[src/amfp_pkg.sv]
// Shared types, character codes and the power-of-ten table for the
// mixed-fraction parser. No dependencies.
`timescale 1ns / 1ps
`default_nettype none

package amfp_pkg;

  localparam int FRAC_BITS_DEF       = 32;
  localparam int MAX_FRAC_DIGITS_DEF = 9;

  localparam logic [30:0] RUN_MAX = 31'h7FFF_FFFF;

  localparam logic [7:0] CH_ZERO  = 8'h30;
  localparam logic [7:0] CH_NINE  = 8'h39;
  localparam logic [7:0] CH_POINT = 8'h2E;
  localparam logic [7:0] CH_SLASH = 8'h2F;
  localparam logic [7:0] CH_SPACE = 8'h20;
  localparam logic [7:0] CH_PLUS  = 8'h2B;
  localparam logic [7:0] CH_MINUS = 8'h2D;

  typedef enum logic [3:0] {
    PH_LEAD  = 4'd0,
    PH_SIGN  = 4'd1,
    PH_INT   = 4'd2,
    PH_FRAC  = 4'd3,
    PH_TAIL  = 4'd4,
    PH_GAP   = 4'd5,
    PH_NUM   = 4'd6,
    PH_SLASH = 4'd7,
    PH_DEN   = 4'd8
  } phase_t;

  typedef enum logic [2:0] {
    SQ_IDLE,
    SQ_START,
    SQ_DIV,
    SQ_SUM,
    SQ_OUT
  } seq_t;

  typedef struct packed {
    phase_t      phase;
    logic        neg;
    logic [30:0] int_part;
    logic [30:0] num;
    logic [30:0] den;
    logic        seen;
    logic [3:0]  cnt;
    logic        err;
  } scan_t;

  function automatic logic [30:0] pow10(input logic [3:0] k);
    logic [30:0] p;
    case (k)
      4'd0:    p = 31'd1;
      4'd1:    p = 31'd10;
      4'd2:    p = 31'd100;
      4'd3:    p = 31'd1000;
      4'd4:    p = 31'd10000;
      4'd5:    p = 31'd100000;
      4'd6:    p = 31'd1000000;
      4'd7:    p = 31'd10000000;
      4'd8:    p = 31'd100000000;
      4'd9:    p = 31'd1000000000;
      default: p = 31'd1;
    endcase
    return p;
  endfunction

endpackage

`default_nettype wire

[src/ascii_mixed_fraction_parser.sv]
// Top level of the ASCII mixed-fraction parser: stream ports, sequencer,
// result assembly. Depends on amfp_pkg, amfp_scan, amfp_div.
//
//  channel   dir  handshake          payload
//  s_*       in   s_tvalid/s_tready  s_tdata[7:0] char_code, s_tlast last_char
//  m_*       out  m_tvalid/m_tready  m_tdata[63:0] value, m_tuser status
//
// Characters before the last one are taken back to back while the sequencer is idle.
// The last character holds the input while the sequencer runs start, divide, sum and
// output, with one divider step per quotient bit (31 + FRAC_BITS).
// rst is synchronous; no clearing pass, ready in the first cycle after reset.
// A pending result waits in the output register while the next text streams in;
// the next last character stalls at the output stage until that word is taken.
`timescale 1ns / 1ps
`default_nettype none

module ascii_mixed_fraction_parser #(
  parameter int FRAC_BITS       = amfp_pkg::FRAC_BITS_DEF,
  parameter int MAX_FRAC_DIGITS = amfp_pkg::MAX_FRAC_DIGITS_DEF
) (
  input  wire         clk,
  input  wire         rst,
  input  wire         s_tvalid,
  output logic        s_tready,
  input  wire  [7:0]  s_tdata,   // [7:0] char_code
  input  wire         s_tlast,
  output logic        m_tvalid,
  input  wire         m_tready,
  output logic [63:0] m_tdata,   // [63:0] value
  output logic        m_tuser    // [0] status
);
  import amfp_pkg::*;

  localparam int DW      = 31 + FRAC_BITS;
  localparam int MW      = 32 + FRAC_BITS;
  localparam int OVF_BIT = 31 + FRAC_BITS;

  seq_t seq, seq_next;

  scan_t          st;
  logic           take;
  logic           scan_clear;
  logic           div_start;
  logic           div_busy;
  logic [DW-1:0]  quot;
  logic [30:0]    divisor;
  logic           bad_now;
  logic           out_load;

  logic           neg;
  logic           bad;
  logic [30:0]    int_part;
  logic [MW-1:0]  mag;
  logic [MW-1:0]  limit;
  logic           ovf;
  logic [63:0]    mag64;

  assign take = s_tvalid && s_tready;

  amfp_scan #(
    .MAX_FRAC_DIGITS(MAX_FRAC_DIGITS)
  ) u_scan (
    .clk       (clk),
    .rst       (rst),
    .take      (take),
    .clear     (scan_clear),
    .char_code (s_tdata),
    .st        (st)
  );

  // integer-only text keeps num = 0, den = 1, so the divider always runs
  assign divisor = (st.phase inside {PH_FRAC, PH_TAIL}) ? pow10(st.cnt) : st.den;

  assign bad_now = st.err || !st.seen ||
                   !(st.phase inside {PH_INT, PH_FRAC, PH_TAIL, PH_DEN}) ||
                   (st.phase == PH_DEN && st.den == '0);

  amfp_div #(
    .FRAC_BITS(FRAC_BITS)
  ) u_div (
    .clk   (clk),
    .rst   (rst),
    .start (div_start),
    .num   (st.num),
    .den   (divisor),
    .busy  (div_busy),
    .quot  (quot)
  );

  always_comb begin
    seq_next = seq;
    case (seq)
      SQ_IDLE:  if (take && s_tlast) seq_next = SQ_START;
      SQ_START: seq_next = SQ_DIV;
      SQ_DIV:   if (!div_busy) seq_next = SQ_SUM;
      SQ_SUM:   seq_next = SQ_OUT;
      SQ_OUT:   if (!m_tvalid || m_tready) seq_next = SQ_IDLE;
      default:  seq_next = SQ_IDLE;
    endcase
  end

  always_comb begin
    s_tready   = 1'b0;
    div_start  = 1'b0;
    scan_clear = 1'b0;
    out_load   = 1'b0;
    case (seq)
      SQ_IDLE:  s_tready = !rst;
      SQ_START: begin
        div_start  = 1'b1;
        scan_clear = 1'b1;
      end
      SQ_OUT:   out_load = !m_tvalid || m_tready;
      default:  s_tready = 1'b0;
    endcase
  end

  always_ff @(posedge clk) begin
    if (rst) seq <= SQ_IDLE;
    else     seq <= seq_next;
  end

  always_ff @(posedge clk) begin
    if (div_start) begin
      neg      <= st.neg;
      bad      <= bad_now;
      int_part <= st.int_part;
    end
    if (seq == SQ_SUM) begin
      mag <= {1'b0, int_part, {FRAC_BITS{1'b0}}} + {1'b0, quot};
    end
  end

  assign limit = MW'(1) << OVF_BIT;
  assign ovf   = neg ? (mag > limit) : (mag >= limit);
  assign mag64 = 64'(mag);

  always_ff @(posedge clk) begin
    if (rst) begin
      m_tvalid <= 1'b0;
    end else if (out_load) begin
      m_tvalid <= 1'b1;
    end else if (m_tready) begin
      m_tvalid <= 1'b0;
    end
  end

  always_ff @(posedge clk) begin
    if (out_load) begin
      if (bad || ovf) begin
        m_tdata <= '0;
        m_tuser <= 1'b1;
      end else begin
        m_tdata <= neg ? (64'd0 - mag64) : mag64;
        m_tuser <= 1'b0;
      end
    end
  end

`ifndef SYNTHESIS
  a_err_zero: assert property (@(posedge clk) disable iff (rst)
    m_tvalid && m_tuser |-> m_tdata == 64'd0)
    else $error("error word carries a nonzero value");

  a_ok_range: assert property (@(posedge clk) disable iff (rst)
    m_tvalid && !m_tuser |-> ((&m_tdata[63:OVF_BIT]) || !(|m_tdata[63:OVF_BIT])))
    else $error("ok word outside the Q31 range");

  a_last_stalls: assert property (@(posedge clk) disable iff (rst)
    s_tvalid && s_tready && s_tlast |=> !s_tready)
    else $error("input taken right after the last character");

  a_div_runs: assert property (@(posedge clk) disable iff (rst)
    div_start |=> div_busy && seq == SQ_DIV)
    else $error("divider not running after start");
`endif

endmodule

`default_nettype wire

[src/amfp_scan.sv]
// Character scanner: per-character parse state, digit runs with overflow check.
// Depends on amfp_pkg.
`timescale 1ns / 1ps
`default_nettype none

module amfp_scan #(
  parameter int MAX_FRAC_DIGITS = amfp_pkg::MAX_FRAC_DIGITS_DEF
) (
  input  wire                clk,
  input  wire                rst,
  input  wire                take,
  input  wire                clear,
  input  wire [7:0]          char_code,
  output amfp_pkg::scan_t    st
);
  import amfp_pkg::*;

  scan_t       st_next;
  logic        is_dig;
  logic [3:0]  d;
  logic [34:0] int_run;
  logic [34:0] num_run;
  logic [34:0] den_run;

  function automatic logic [34:0] mul10_add(input logic [30:0] run, input logic [3:0] dg);
    logic [34:0] r;
    r = {4'b0, run};
    return (r << 3) + (r << 1) + {31'b0, dg};
  endfunction

  assign is_dig  = (char_code >= CH_ZERO) && (char_code <= CH_NINE);
  assign d       = char_code[3:0];
  assign int_run = mul10_add(st.int_part, d);
  assign num_run = mul10_add(st.num, d);
  assign den_run = mul10_add(st.den, d);

  always_comb begin
    st_next = st;
    if (take && !st.err) begin
      case (st.phase)
        PH_LEAD: begin
          if (char_code == CH_SPACE) begin
            st_next.phase = PH_LEAD;
          end else if (char_code == CH_PLUS) begin
            st_next.phase = PH_SIGN;
          end else if (char_code == CH_MINUS) begin
            st_next.neg   = 1'b1;
            st_next.phase = PH_SIGN;
          end else if (is_dig) begin
            st_next.int_part = {27'b0, d};
            st_next.seen     = 1'b1;
            st_next.phase    = PH_INT;
          end else begin
            st_next.err = 1'b1;
          end
        end
        PH_SIGN: begin
          if (is_dig) begin
            st_next.int_part = {27'b0, d};
            st_next.seen     = 1'b1;
            st_next.phase    = PH_INT;
          end else begin
            st_next.err = 1'b1;
          end
        end
        PH_INT: begin
          if (is_dig) begin
            if (int_run > {4'b0, RUN_MAX}) st_next.err = 1'b1;
            else st_next.int_part = int_run[30:0];
          end else if (char_code == CH_POINT) begin
            st_next.phase = PH_FRAC;
          end else if (char_code == CH_SPACE) begin
            st_next.phase = PH_GAP;
          end else begin
            st_next.err = 1'b1;
          end
        end
        PH_FRAC: begin
          if (!is_dig) begin
            st_next.phase = PH_TAIL;
          end else if (st.cnt < 4'(MAX_FRAC_DIGITS)) begin
            // at most MAX_FRAC_DIGITS digits; at the default of nine this never exceeds 31 bits
            st_next.num = num_run[30:0];
            st_next.cnt = st.cnt + 4'd1;
          end
        end
        PH_TAIL: begin
          st_next.phase = PH_TAIL;
        end
        PH_GAP: begin
          if (char_code == CH_SPACE) begin
            st_next.phase = PH_GAP;
          end else if (is_dig) begin
            st_next.num   = {27'b0, d};
            st_next.phase = PH_NUM;
          end else begin
            st_next.err = 1'b1;
          end
        end
        PH_NUM: begin
          if (is_dig) begin
            if (num_run > {4'b0, RUN_MAX}) st_next.err = 1'b1;
            else st_next.num = num_run[30:0];
          end else if (char_code == CH_SLASH) begin
            st_next.phase = PH_SLASH;
          end else begin
            st_next.err = 1'b1;
          end
        end
        PH_SLASH: begin
          if (is_dig) begin
            st_next.den   = {27'b0, d};
            st_next.phase = PH_DEN;
          end else begin
            st_next.err = 1'b1;
          end
        end
        PH_DEN: begin
          if (is_dig) begin
            if (den_run > {4'b0, RUN_MAX}) st_next.err = 1'b1;
            else st_next.den = den_run[30:0];
          end else begin
            st_next.err = 1'b1;
          end
        end
        default: begin
          st_next.err = 1'b1;
        end
      endcase
    end
  end

  always_ff @(posedge clk) begin
    if (rst || clear) begin
      st.phase    <= PH_LEAD;
      st.neg      <= 1'b0;
      st.int_part <= '0;
      st.num      <= '0;
      st.den      <= 31'd1;
      st.seen     <= 1'b0;
      st.cnt      <= '0;
      st.err      <= 1'b0;
    end else begin
      st <= st_next;
    end
  end

endmodule

`default_nettype wire

[src/amfp_div.sv]
// Restoring divider, one quotient bit per cycle: (num << FRAC_BITS) / den.
// Depends on amfp_pkg only through the parameter default.
`timescale 1ns / 1ps
`default_nettype none

module amfp_div #(
  parameter int FRAC_BITS = amfp_pkg::FRAC_BITS_DEF
) (
  input  wire                   clk,
  input  wire                   rst,
  input  wire                   start,
  input  wire [30:0]            num,
  input  wire [30:0]            den,
  output logic                  busy,
  output logic [31+FRAC_BITS-1:0] quot
);
  import amfp_pkg::*;

  localparam int DW = 31 + FRAC_BITS;
  localparam int CW = $clog2(DW + 1);

  logic [CW-1:0] cnt;
  logic [30:0]   rem;
  logic [30:0]   dvr;
  logic [32:0]   diff;
  logic          ge;

  // quot doubles as the dividend shifter: MSB goes out, quotient bit comes in
  assign diff = {1'b0, rem, quot[DW-1]} - {2'b0, dvr};
  assign ge   = !diff[32];

  always_ff @(posedge clk) begin
    if (rst) begin
      busy <= 1'b0;
      cnt  <= '0;
    end else if (start) begin
      busy <= 1'b1;
      cnt  <= CW'(DW);
    end else if (busy) begin
      cnt <= cnt - CW'(1);
      if (cnt == CW'(1)) busy <= 1'b0;
    end
  end

  always_ff @(posedge clk) begin
    if (start) begin
      quot <= {num, {FRAC_BITS{1'b0}}};
      rem  <= '0;
      dvr  <= den;
    end else if (busy) begin
      quot <= {quot[DW-2:0], ge};
      rem  <= ge ? diff[30:0] : {rem[29:0], quot[DW-1]};
    end
  end

endmodule

`default_nettype wire
[config.mk]
export PLATFORM = sky130hd
export DESIGN_NAME = ascii_mixed_fraction_parser
export DESIGN_NICKNAME = d
export VERILOG_FILES = /design/src/amfp_pkg.sv /design/src/ascii_mixed_fraction_parser.sv /design/src/amfp_scan.sv /design/src/amfp_div.sv
export SDC_FILE = /design/constraint.sdc
export NUM_CORES = 1
export LEC_CHECK = 0
export ABC_CLOCK_PERIOD_IN_PS = 4500
export BUFFER_PORTS_ARGS = -buffer_cell sky130_fd_sc_hd__buf_2
export CORE_MARGIN = 1
export CORE_UTILIZATION = 57
export CTS_CLUSTER_SIZE = 25
export DETAILED_ROUTE_END_ITERATION = 12
export GPL_TIMING_DRIVEN = 0
export PLACE_DENSITY = 0.74
export SETUP_SLACK_MARGIN = 0.05
export SYNTH_ARGS = -nofsm -noshare
export SYNTH_HDL_FRONTEND = slang
export SYNTH_SLANG_ARGS = --single-unit
export TNS_END_PERCENT = 50
[constraint.sdc]
create_clock -name clk -period 4.5 [get_ports clk]
set_input_delay 0.225 -clock clk [delete_from_list [all_inputs] [get_ports clk]]
set_output_delay 0.225 -clock clk [all_outputs]
set_load 0.05 [all_outputs]
==> results.txt, run 1 <==
GPL Wtd Cong = 0.9763
Placed Cells = 3536
Worst Setup EP = m_tdata[25]
critical path's most frequent cell = or4_4
status = completed
pre-CTS setup slack = -1.375 ns
Final WS setup = 0.1753 ns
worst reg-to-reg path cell count = 12
internal reg-to-reg setup slack = 0.18 ns
synth top area cells = edfxtp_1, dfxtp_1, ha_1
drt drc = 0
cell count along the critical path = 12
max_slew headroom = 0.3757
Max Slew Vio Count = 0
Total Power = 10.81 mW
ANT cells = 0
worst-skew pair later-pin latency = 0.57 ns
post-synthesis net count = 3130
clock transition at the registers of the reported paths = 0.06 ns
synth warn = 0
Synth Flop Type = edfxtp_1
critical path's top delay family = simple AND/OR/NAND/NOR gates
Max-cap violations = 0
vias in the first global route = 21086
total wire length = 67680 um
first-pass GRT wire length = 108000 um
leading area contributor after synthesis = edfxtp_1
largest net degree at the start of global routing = 44
critical-path maximum fanout = 10
DRT iter0 DRCs = 1981
Final ANT Viol Nets = 0
initial core utilization = 0.5783
slowest stage delay, CP = 0.53 ns
num rows = 78
Synth Register Bits = 425
Distinct cells, synth = 68
Max IR drop VDD = 0.3012 mV
Cells after Synth = 2855
Buffers & Inverters on Critical Path = 2
fillers = 3679
final worst path period need = 4.325 ns
top-area cell type share of the netlist area = 0.2563
CTS tree = yes
final period utilization = 0.9610
CTS buffer count = 44
post-DP HPWL = 50980 um
Worst Tran Pin Value = 0.9279 ns
Critical Path Start = mag[28]
Die ar. = 46900 sq um
crit end category = flop
launching point of the worst reg2reg path = mag[28]
Nets = 3276
reg-to-reg endpoint = m_tdata[25]
Worst EP arrival = 4.74 ns
Total GRT Usage = 0.2847
Area growth syn-to-layout = 12.49%
total vias in the final route = 22080
Post-synth EDFFs = 224
fin cells = 3635
CP Cell Sequence = or3_4, or4_4, or4_4, nor2_4, nand3_2, or4_4, or4_4, or4b_1, a21o_1, buf_6, buf_6, nor2_1
Final Util = 0.6505
Power per Cell Area = 366.3 nW/um^2
GRT overflow = 0
worst hold path class = in2reg
final setup vio count = 0
register area share after synthesis = 0.4096
Avg WL per Cell = 18.62 um
Mapped Area = 26240 sq um
Detailed Routing Iterations Pass 1 = 6
IO Count = 80
Crit-path slowest cell = or4_4
Sink Count = 425
max frequency = 0.2312 GHz
clock buffer depth = 3
# port buffers = 78
Setup CP Type = reg2reg
Die X = 216.6 um
P_leak = 12.75 nW
Hold Fails Final Rpt = 0
Synth async-reset ratio = 0
unrepaired setup endpoints after global routing = yes
crit start category = flop
core footprint = 45380 sq um
CTS root buffer = clkbuf_16
DR vias/cell = 6.074
initial antenna violation count = 1
Avg Cell Area, Syn = 9.192 sq um
H-Tree Depth = 2
Critical Path RT = 4.91 ns
die height = 216.6 um
skew final = 0.02051 ns
ratio of cells with drive above 1 in the final layout = 0.09489
==> worst min-delay path: stages <==
cell	delay, ns
buf_2	0.09
nand2_1	0.09
mux2_2	0.16
nor4_1	0.04
==> cells in the final DEF (no fill, tap or decap), types with 11 or more instances in the layout <==
master and count:
a211oi_1 32, a21o_1 81, a21oi_1 180, a31oi_1 32, and2_1 16, and3_1 20, buf_1 12, buf_2 78
buf_4 18, clkbuf_1 84, clkbuf_16 45, clkbuf_2 21, dfxtp_1 197, edfxtp_1 224, ha_1 253, inv_1 87
mux2i_1 43, nand2_1 333, nand2b_1 33, nand3_1 136, nand3b_1 13, nand4_1 36, nor2_1 223, nor2b_1 20
nor3_1 45, nor4_1 16, o211ai_1 12, o21a_1 23, o21ai_0 230, o31ai_1 34, o41ai_1 11, or2_2 14
or3_1 24, xnor2_1 88, xor2_1 105
==> logic make-up after synthesis <==
kind of cell | after synthesis | synth area share
multiplexers | 47 | 0.01807
AND/OR/NAND/NOR | 975 | 0.1738
flip-flops | 425 | 0.4096
adder cells (fa/ha/maj) | 262 | 0.1272
AO/OA/AOI/OAI | 738 | 0.1744
XOR/XNOR | 193 | 0.06441
buffers and inverters | 215 | 0.03247
==> repair_timing <==
action,CTS,global route
endpoints found under the hold margin,3,0
hold buffers,2,0
resized for setup,44,67
endpoints found under the setup margin,183,179
buffers inserted,4,13
pin swaps,4,13
==> state kept, by name, indices dropped and copies added (netlist names), 6 cells and up, named ones only <==
name	flops
int_part	31
m_tdata	64
mag	64
u_div.cnt	6
u_div.dvr	31
u_div.quot	63
u_div.rem	31
u_scan.st	104
==> per-layer routing <==
metal	routed length, um	share of wire	vias to the layer above	GRT usage
met5	13	0.00019	-	0
met4	1555	0.023	2	0.08216
met3	3983	0.059	130	0.03579
met2	30990	0.46	750	0.4652
met1	31140	0.46	10474	0.3951
li1	-	-	10724	-
==> cell type report <==
| cell class | instances | area [sq um] | share of cell area |
|---|---|---|---|
| Sequential cell | 425 | 10760 | 0.3643 |
| Buffer | 123 | 548.0 | 0.01856 |
| Inverter | 92 | 345.3 | 0.01170 |
| Multi-Input combinational cell | 2215 | 14990 | 0.5077 |
| Clock buffer | 52 | 1176 | 0.03984 |
| Clock inverter | 28 | 359.1 | 0.01216 |
| Tap cell | 600 | 750.7 | 0.02543 |
| Timing Repair Buffer | 100 | 598.1 | 0.02026 |
==> worst min-delay path by stage <==
stage	to	cells after the start	from
3_3_place_gp	mag[26]	0	u_div.quot[26]
2_1_floorplan	seq[0]	1	rst
6_report	seq[0]	4	s_tlast
3_5_place_dp	mag[11]	0	u_div.quot[11]
4_1_cts	seq[0]	4	s_tlast
5_1_grt	seq[0]	4	s_tlast
==> synth_stat cells (7+ instances only) <==
| master | number |
|---|---|
| o211ai_1 | 12 |
| xnor2_1 | 88 |
| nand2_1 | 333 |
| mux2i_1 | 44 |
| dfxtp_1 | 201 |
| nor2b_1 | 21 |
| or2_2 | 14 |
| fa_1 | 8 |
| nand3_1 | 138 |
| and2_1 | 16 |
| or4_1 | 9 |
| o41ai_1 | 16 |
| buf_1 | 12 |
| xor2_1 | 105 |
| and3_1 | 20 |
| o31ai_1 | 40 |
| ha_1 | 254 |
| or3_1 | 25 |
| a2111oi_0 | 7 |
| o211a_1 | 9 |
| nor2_1 | 226 |
| clkbuf_1 | 105 |
| inv_1 | 91 |
| a31oi_1 | 35 |
| edfxtp_1 | 224 |
| o21ai_0 | 234 |
| a21oi_1 | 182 |
| nand2b_1 | 34 |
| nor3_1 | 48 |
| a211oi_1 | 36 |
| o21a_1 | 23 |
| o2111ai_1 | 11 |
| o21bai_1 | 8 |
| nand4_1 | 36 |
| a21o_1 | 81 |
| nand3b_1 | 13 |
| nor4_1 | 20 |
==> metrics by stage <==
stage | setup TNS, ns | hold WS [ns] | instance area [sq um]
floorplan | 0 | 0.3012 | 26250
global placement | -153.05 | 0.4420 | 27390
detailed placement | -108.76 | 0.4387 | 27470
CTS | 0 | 0.05982 | 29210
global route | 0 | 0.07946 | 29520
finish | 0 | 0.09241 | 29520
==> where the power goes <==
group / internal (mW) / switching (mW)
logic: 0.910 / 1.42
registers: 4.36 / 0.223
clock network: 2.34 / 1.56
Power figures use the tool's default switching activity.
==> run 2: changes to the inputs <==
- HOLD_SLACK_MARGIN: unset -> 0.15
- RECOVER_POWER: unset -> 50
- REMOVE_ABC_BUFFERS: unset -> 1
==> run 2 against run 1 <==
Clock power is 6.7% lower; largest power group unchanged; cell count shrank 2.6%; the run now ends with max-capacitance violations, max-slew violations left; sequential power about the same; count of clock-buffer cells in the layout increased by 14; critical endpoint is now m_tdata[7]; die area unchanged; utilization fell by 0.80 points; critical path type unchanged.
==> results.txt, run 2 (synthesis gave the netlist of run 1 again) <==
worst-skew pair later-pin latency = 0.57 ns
Final WS setup = 0.1642 ns
Worst Tran Pin Value = 2.229 ns
final period utilization = 0.9635
initial core utilization = 0.5783
# port buffers = 79
reg-to-reg endpoint = m_tdata[7]
Sink Count = 425
clock transition at the registers of the reported paths = 0.06 ns
unrepaired setup endpoints after global routing = yes
critical-path maximum fanout = 57
max frequency = 0.2306 GHz
failing checks = max-capacitance violations, max-slew violations
Max Slew Vio Count = 204
die height = 216.6 um
Final TNS setup = 0 ns
IO Count = 80
crit start category = flop
GRT overflow = 0
CTS tree = yes
pre-CTS setup slack = -1.055 ns
total vias in the final route = 21445
core footprint = 45380 sq um
post-DP HPWL = 43390 um
Max IR drop VDD = 0.3049 mV
internal reg-to-reg setup slack = 0.16 ns
Hold EP = u_scan.st[70]
Setup CP Type = reg2reg
Hold Crit Depth = 3
Critical Path Start = mag[28]
Die ar. = 46900 sq um
GPL Wtd Cong = 0.9093
drt drc = 0
CTS root buffer = clkbuf_16
worst reg-to-reg path cell count = 11
Worst EP arrival = 4.75 ns
Critical Path RT = 4.92 ns
largest net degree at the start of global routing = 88
clock buffer depth = 3
hold wc startpoint = s_tdata[2]
DRT iter0 DRCs = 1698
initial antenna violation count = 0
DR vias/cell = 6.054
Final ANT Viol Nets = 0
Avg WL per Cell = 17.11 um
Total GRT Usage = 0.2540
Largest Register = u_scan.st
Power per Cell Area = 358.6 nW/um^2
fillers = 3686
most frequent cells in the layout = nand2_1, ha_1, o21ai_0
register area = 10750 sq um
worst hold path class = in2reg
Area growth syn-to-layout = 11.11%
ANT cells = 0
status = finished, violations left
final setup vio count = 0
Detailed Routing Iterations Pass 1 = 5
crit end category = flop
total wire length = 60600 um
largest registers = u_scan.st: 104 flops, m_tdata: 64 flops, mag: 64 flops
Max-cap violations = 4
Total Power = 10.46 mW
launching point of the worst reg2reg path = mag[28]
H-Tree Depth = 2
commonest non-fill, non-tap cell in the layout = nand2_1
skew final = 0.01632 ns
vias in the first global route = 20272
number of flip-flops in the largest register = 104
first-pass GRT wire length = 99260 um
CTS buffer count = 44
Die X = 216.6 um
Hold Fails Final Rpt = 0
final worst path period need = 4.336 ns
area of the multi-input gates = 15030 sq um
max_slew headroom = -0.4916
num rows = 78
Nets = 3183
P_leak = 12.44 nW
ratio of cells with drive above 1 in the final layout = 0.06832
Final Util = 0.6425
## run 2: cell types whose count changed in the layout (fill, tap and decap cells not counted), moves of 5 or more
cell / change
dlygate4sd3_1: +7
nor2_2: +5
buf_1: -12
clkbuf_8: +5
bufinv_16: -5
nor2_1: -6
buf_2: -65
clkbuf_2: -19
## run 2: routing by layer
layer  share of wire  up-vias  global-route usage
li1                -    10527                   -
met1            0.46    10155              0.3531
met2            0.45      659              0.4128
met3           0.062      104             0.03242
met4           0.023        0             0.07653
met5               0        -                   0
## run 2: cell type report
type	instances	share of cell area
clock inverter	14	0.005449
multi-input combinational	2216	0.5154
clock buffer	66	0.04372
timing repair buffer	129	0.02905
sequential	425	0.3687
tap	600	0.02575
inverter	92	0.01193
## run 2: report_power, final
| part | switching [mW] | total (mW) | internal (mW) |
|---|---|---|---|
| clock network | 1.51 | 3.64 | 2.14 |
| logic | 1.31 | 2.23 | 0.926 |
| registers | 0.210 | 4.58 | 4.37 |
| total | 3.03 | 10.5 | 7.43 |
## run 2: how the worst max path moves through the flow
stage | depth (start not counted) | slack, ns | to
floorplan | 5 | -1.42 | u_scan.st[38]
global placement | 5 | -5.12 | u_scan.st[49]
detailed placement | 16 | -1.05 | u_scan.st[28]
CTS | 16 | 0.05 | u_scan.st[70]
global route | 17 | -0.03 | u_scan.st[39]
finish | 11 | 0.16 | m_tdata[7]
## run 2: metrics by stage
stage,instances,cell area (sq um),hold slack (ns)
CTS,3536,29050,0.1530
global route,3542,29160,0.1817
detailed placement,3436,27330,0.4419
global placement,3411,26880,0.4393
floorplan,2732,25740,0.2941
finish,3542,29160,0.1957
## run 2: repair_timing
| action | 4_1_cts | 5_1_grt |
|---|---|---|
| gates cloned | 1 | 0 |
| hold buffers | 9 | 0 |
| setup endpoints to repair | 155 | 150 |
| buffers inserted | 10 | 6 |
| hold endpoints to repair | 18 | 0 |
| resized for setup | 21 | 42 |
| pin swaps | 5 | 11 |
## run 2: worst max-delay path: stages (launching register included)
cell and delay [ns]:
edfxtp_1 0.43, or3_4 0.43, or4_4 0.45, or4_4 0.46, nor2_4 0.13, nand3_2 0.12
or4_4 0.50, or4_4 0.48, or4b_1 0.51, a21o_4 0.28, buf_12 0.19, nor2_1 0.15
==> run 3: changes to the inputs <==
- CORE_MARGIN: 1 -> 8
- RECOVER_POWER: 50 -> 25
==> run 3 against run 2 <==
Setup slack better by 0.0055 ns; hold slack better by 0.11 ns; sequential share of layout area is 0.22 points lower; power is 1.9% higher; sequential power hardly changed; the flow still finishes with violations (max-capacitance violations, max-slew violations); die area is 13% higher; register-to-register slack hardly changed; global-route usage is 3.4 points lower; clock power is 6.0% higher; critical path type unchanged; utilization is 0.42 points higher; wire length is 0.90% higher.
==> results.txt, run 3 (synthesis gave the netlist of run 1 again) <==
DRT iter0 DRCs = 1556
Avg WL per Cell = 17.25 um
internal reg-to-reg setup slack = 0.17 ns
worst hold path class = in2reg
critical path's most frequent cell = or4_4
area of the multi-input gates = 15080 sq um
post-DP HPWL = 43850 um
crit start category = flop
Final ANT Viol Nets = 0
CTS root buffer = clkbuf_16
commonest non-fill, non-tap cell in the layout = nand2_1
drt drc = 0
initial core utilization = 0.5783
Crit-path slowest cell = or4_4
WHS = 0.3103 ns
total vias in the final route = 21336
skew final = 0.02216 ns
die height = 230.6 um
P_leak = 12.51 nW
ANT cells = 0
ratio of cells with drive above 1 in the final layout = 0.07606
fillers = 3645
unrepaired setup endpoints after global routing = yes
Area growth syn-to-layout = 11.83%
Max IR drop VDD = 0.2914 mV
H-Tree Depth = 2
Final WS setup = 0.1697 ns
vias in the first global route = 20190
Die X = 230.6 um
core footprint = 45380 sq um
Buffers & Inverters on Critical Path = 2
register area = 10750 sq um
# port buffers = 79
DR vias/cell = 6.019
Max-cap violations = 2
CP Cell Sequence = inv_1, ha_1, nand3b_1, or2_2, or3_4, nor3_2, nand3_2, or4_4, or4_4, or4b_1, a21o_4, buf_12, nor2_1
Worst Tran Pin Value = 2.161 ns
max frequency = 0.2309 GHz
CTS tree = yes
largest registers = u_scan.st: 104 flops, m_tdata: 64 flops, mag: 64 flops
Worst EP arrival = 4.74 ns
total wire length = 61140 um
Detailed Routing Iterations Pass 1 = 5
final setup vio count = 0
Largest Register = u_scan.st
final worst path period need = 4.330 ns
most frequent cells in the layout = nand2_1, ha_1, o21ai_0
Sink Count = 425
GRT overflow = 0
clock buffer depth = 3
status = finished, violations left
number of flip-flops in the largest register = 104
Nets = 3183
Total GRT Usage = 0.2197
Power per Cell Area = 363.2 nW/um^2
Max Slew Vio Count = 88
failing checks = max-capacitance violations, max-slew violations
worst-skew pair later-pin latency = 0.58 ns
initial antenna violation count = 2
final period utilization = 0.9623
pre-CTS setup slack = -0.9488 ns
Setup CP Type = reg2reg
clock transition at the registers of the reported paths = 0.06 ns
Die ar. = 53160 sq um
num rows = 78
Hold Fails Final Rpt = 0
critical path's top delay family = simple AND/OR/NAND/NOR gates
CTS buffer count = 45
crit end category = flop
Critical Path RT = 4.91 ns
first-pass GRT wire length = 99680 um
slowest stage delay, CP = 0.50 ns
max_slew headroom = -0.4407
Total Power = 10.66 mW
critical-path maximum fanout = 57
GPL Wtd Cong = 0.8934
IO Count = 80
largest net degree at the start of global routing = 87
run 3: worst min-delay path, stage by stage:
cell,delay [ns]
buf_2,0.11
and3_1,0.22
and2_1,0.16
o21ai_0,0.12
run 3: timing repair:
action / in CTS / in global routing
endpoints found under the hold margin: 22 / 0
hold buffers: 10 / 0
buffers inserted: 6 / 8
gates resized for setup: 23 / 44
pin swaps: 5 / 14
gates cloned: 1 / 1
setup endpoints to repair: 156 / 102
run 3: through the flow:
step / utilization / TNS [ns] / instance area (sq um) / cells
floorplan: - / -126.32 / 25740 / 2732
global placement: 0.5924 / -628.11 / 26880 / 3411
detailed placement: 0.6017 / -59.25 / 27310 / 3435
CTS: 0.6420 / 0 / 29130 / 3536
global route: 0.6467 / 0 / 29350 / 3545
finish: 0.6467 / 0 / 29350 / 3545
run 3: layout make-up:
type                       count  share of cell area
multi-input combinational   2217              0.5139
sequential                   425              0.3664
timing repair buffer         127             0.02912
inverter                      92             0.01185
clock buffer                  54             0.04310
tap                          600             0.02558
clock inverter                30             0.01002
run 3: final timing paths:
kind | from | endpoint | cells past startpoint
min reg2reg | u_div.quot[19] | mag[19] | 0
max | mag[0] | m_tdata[9] | 13
min | s_tdata[4] | u_scan.st[0] | 4
max reg2reg | mag[0] | m_tdata[9] | 13
run 3: report_power, final:
group	switching, mW	internal (mW)
clock network	1.59	2.26
logic	1.30	0.924
registers	0.211	4.37
run 3: layer usage:
layer / part of all wire / global-route usage
met2: 0.46 / 0.3609
met4: 0.016 / 0.05623
met1: 0.47 / 0.3015
met5: 0.00013 / 0
met3: 0.060 / 0.03348
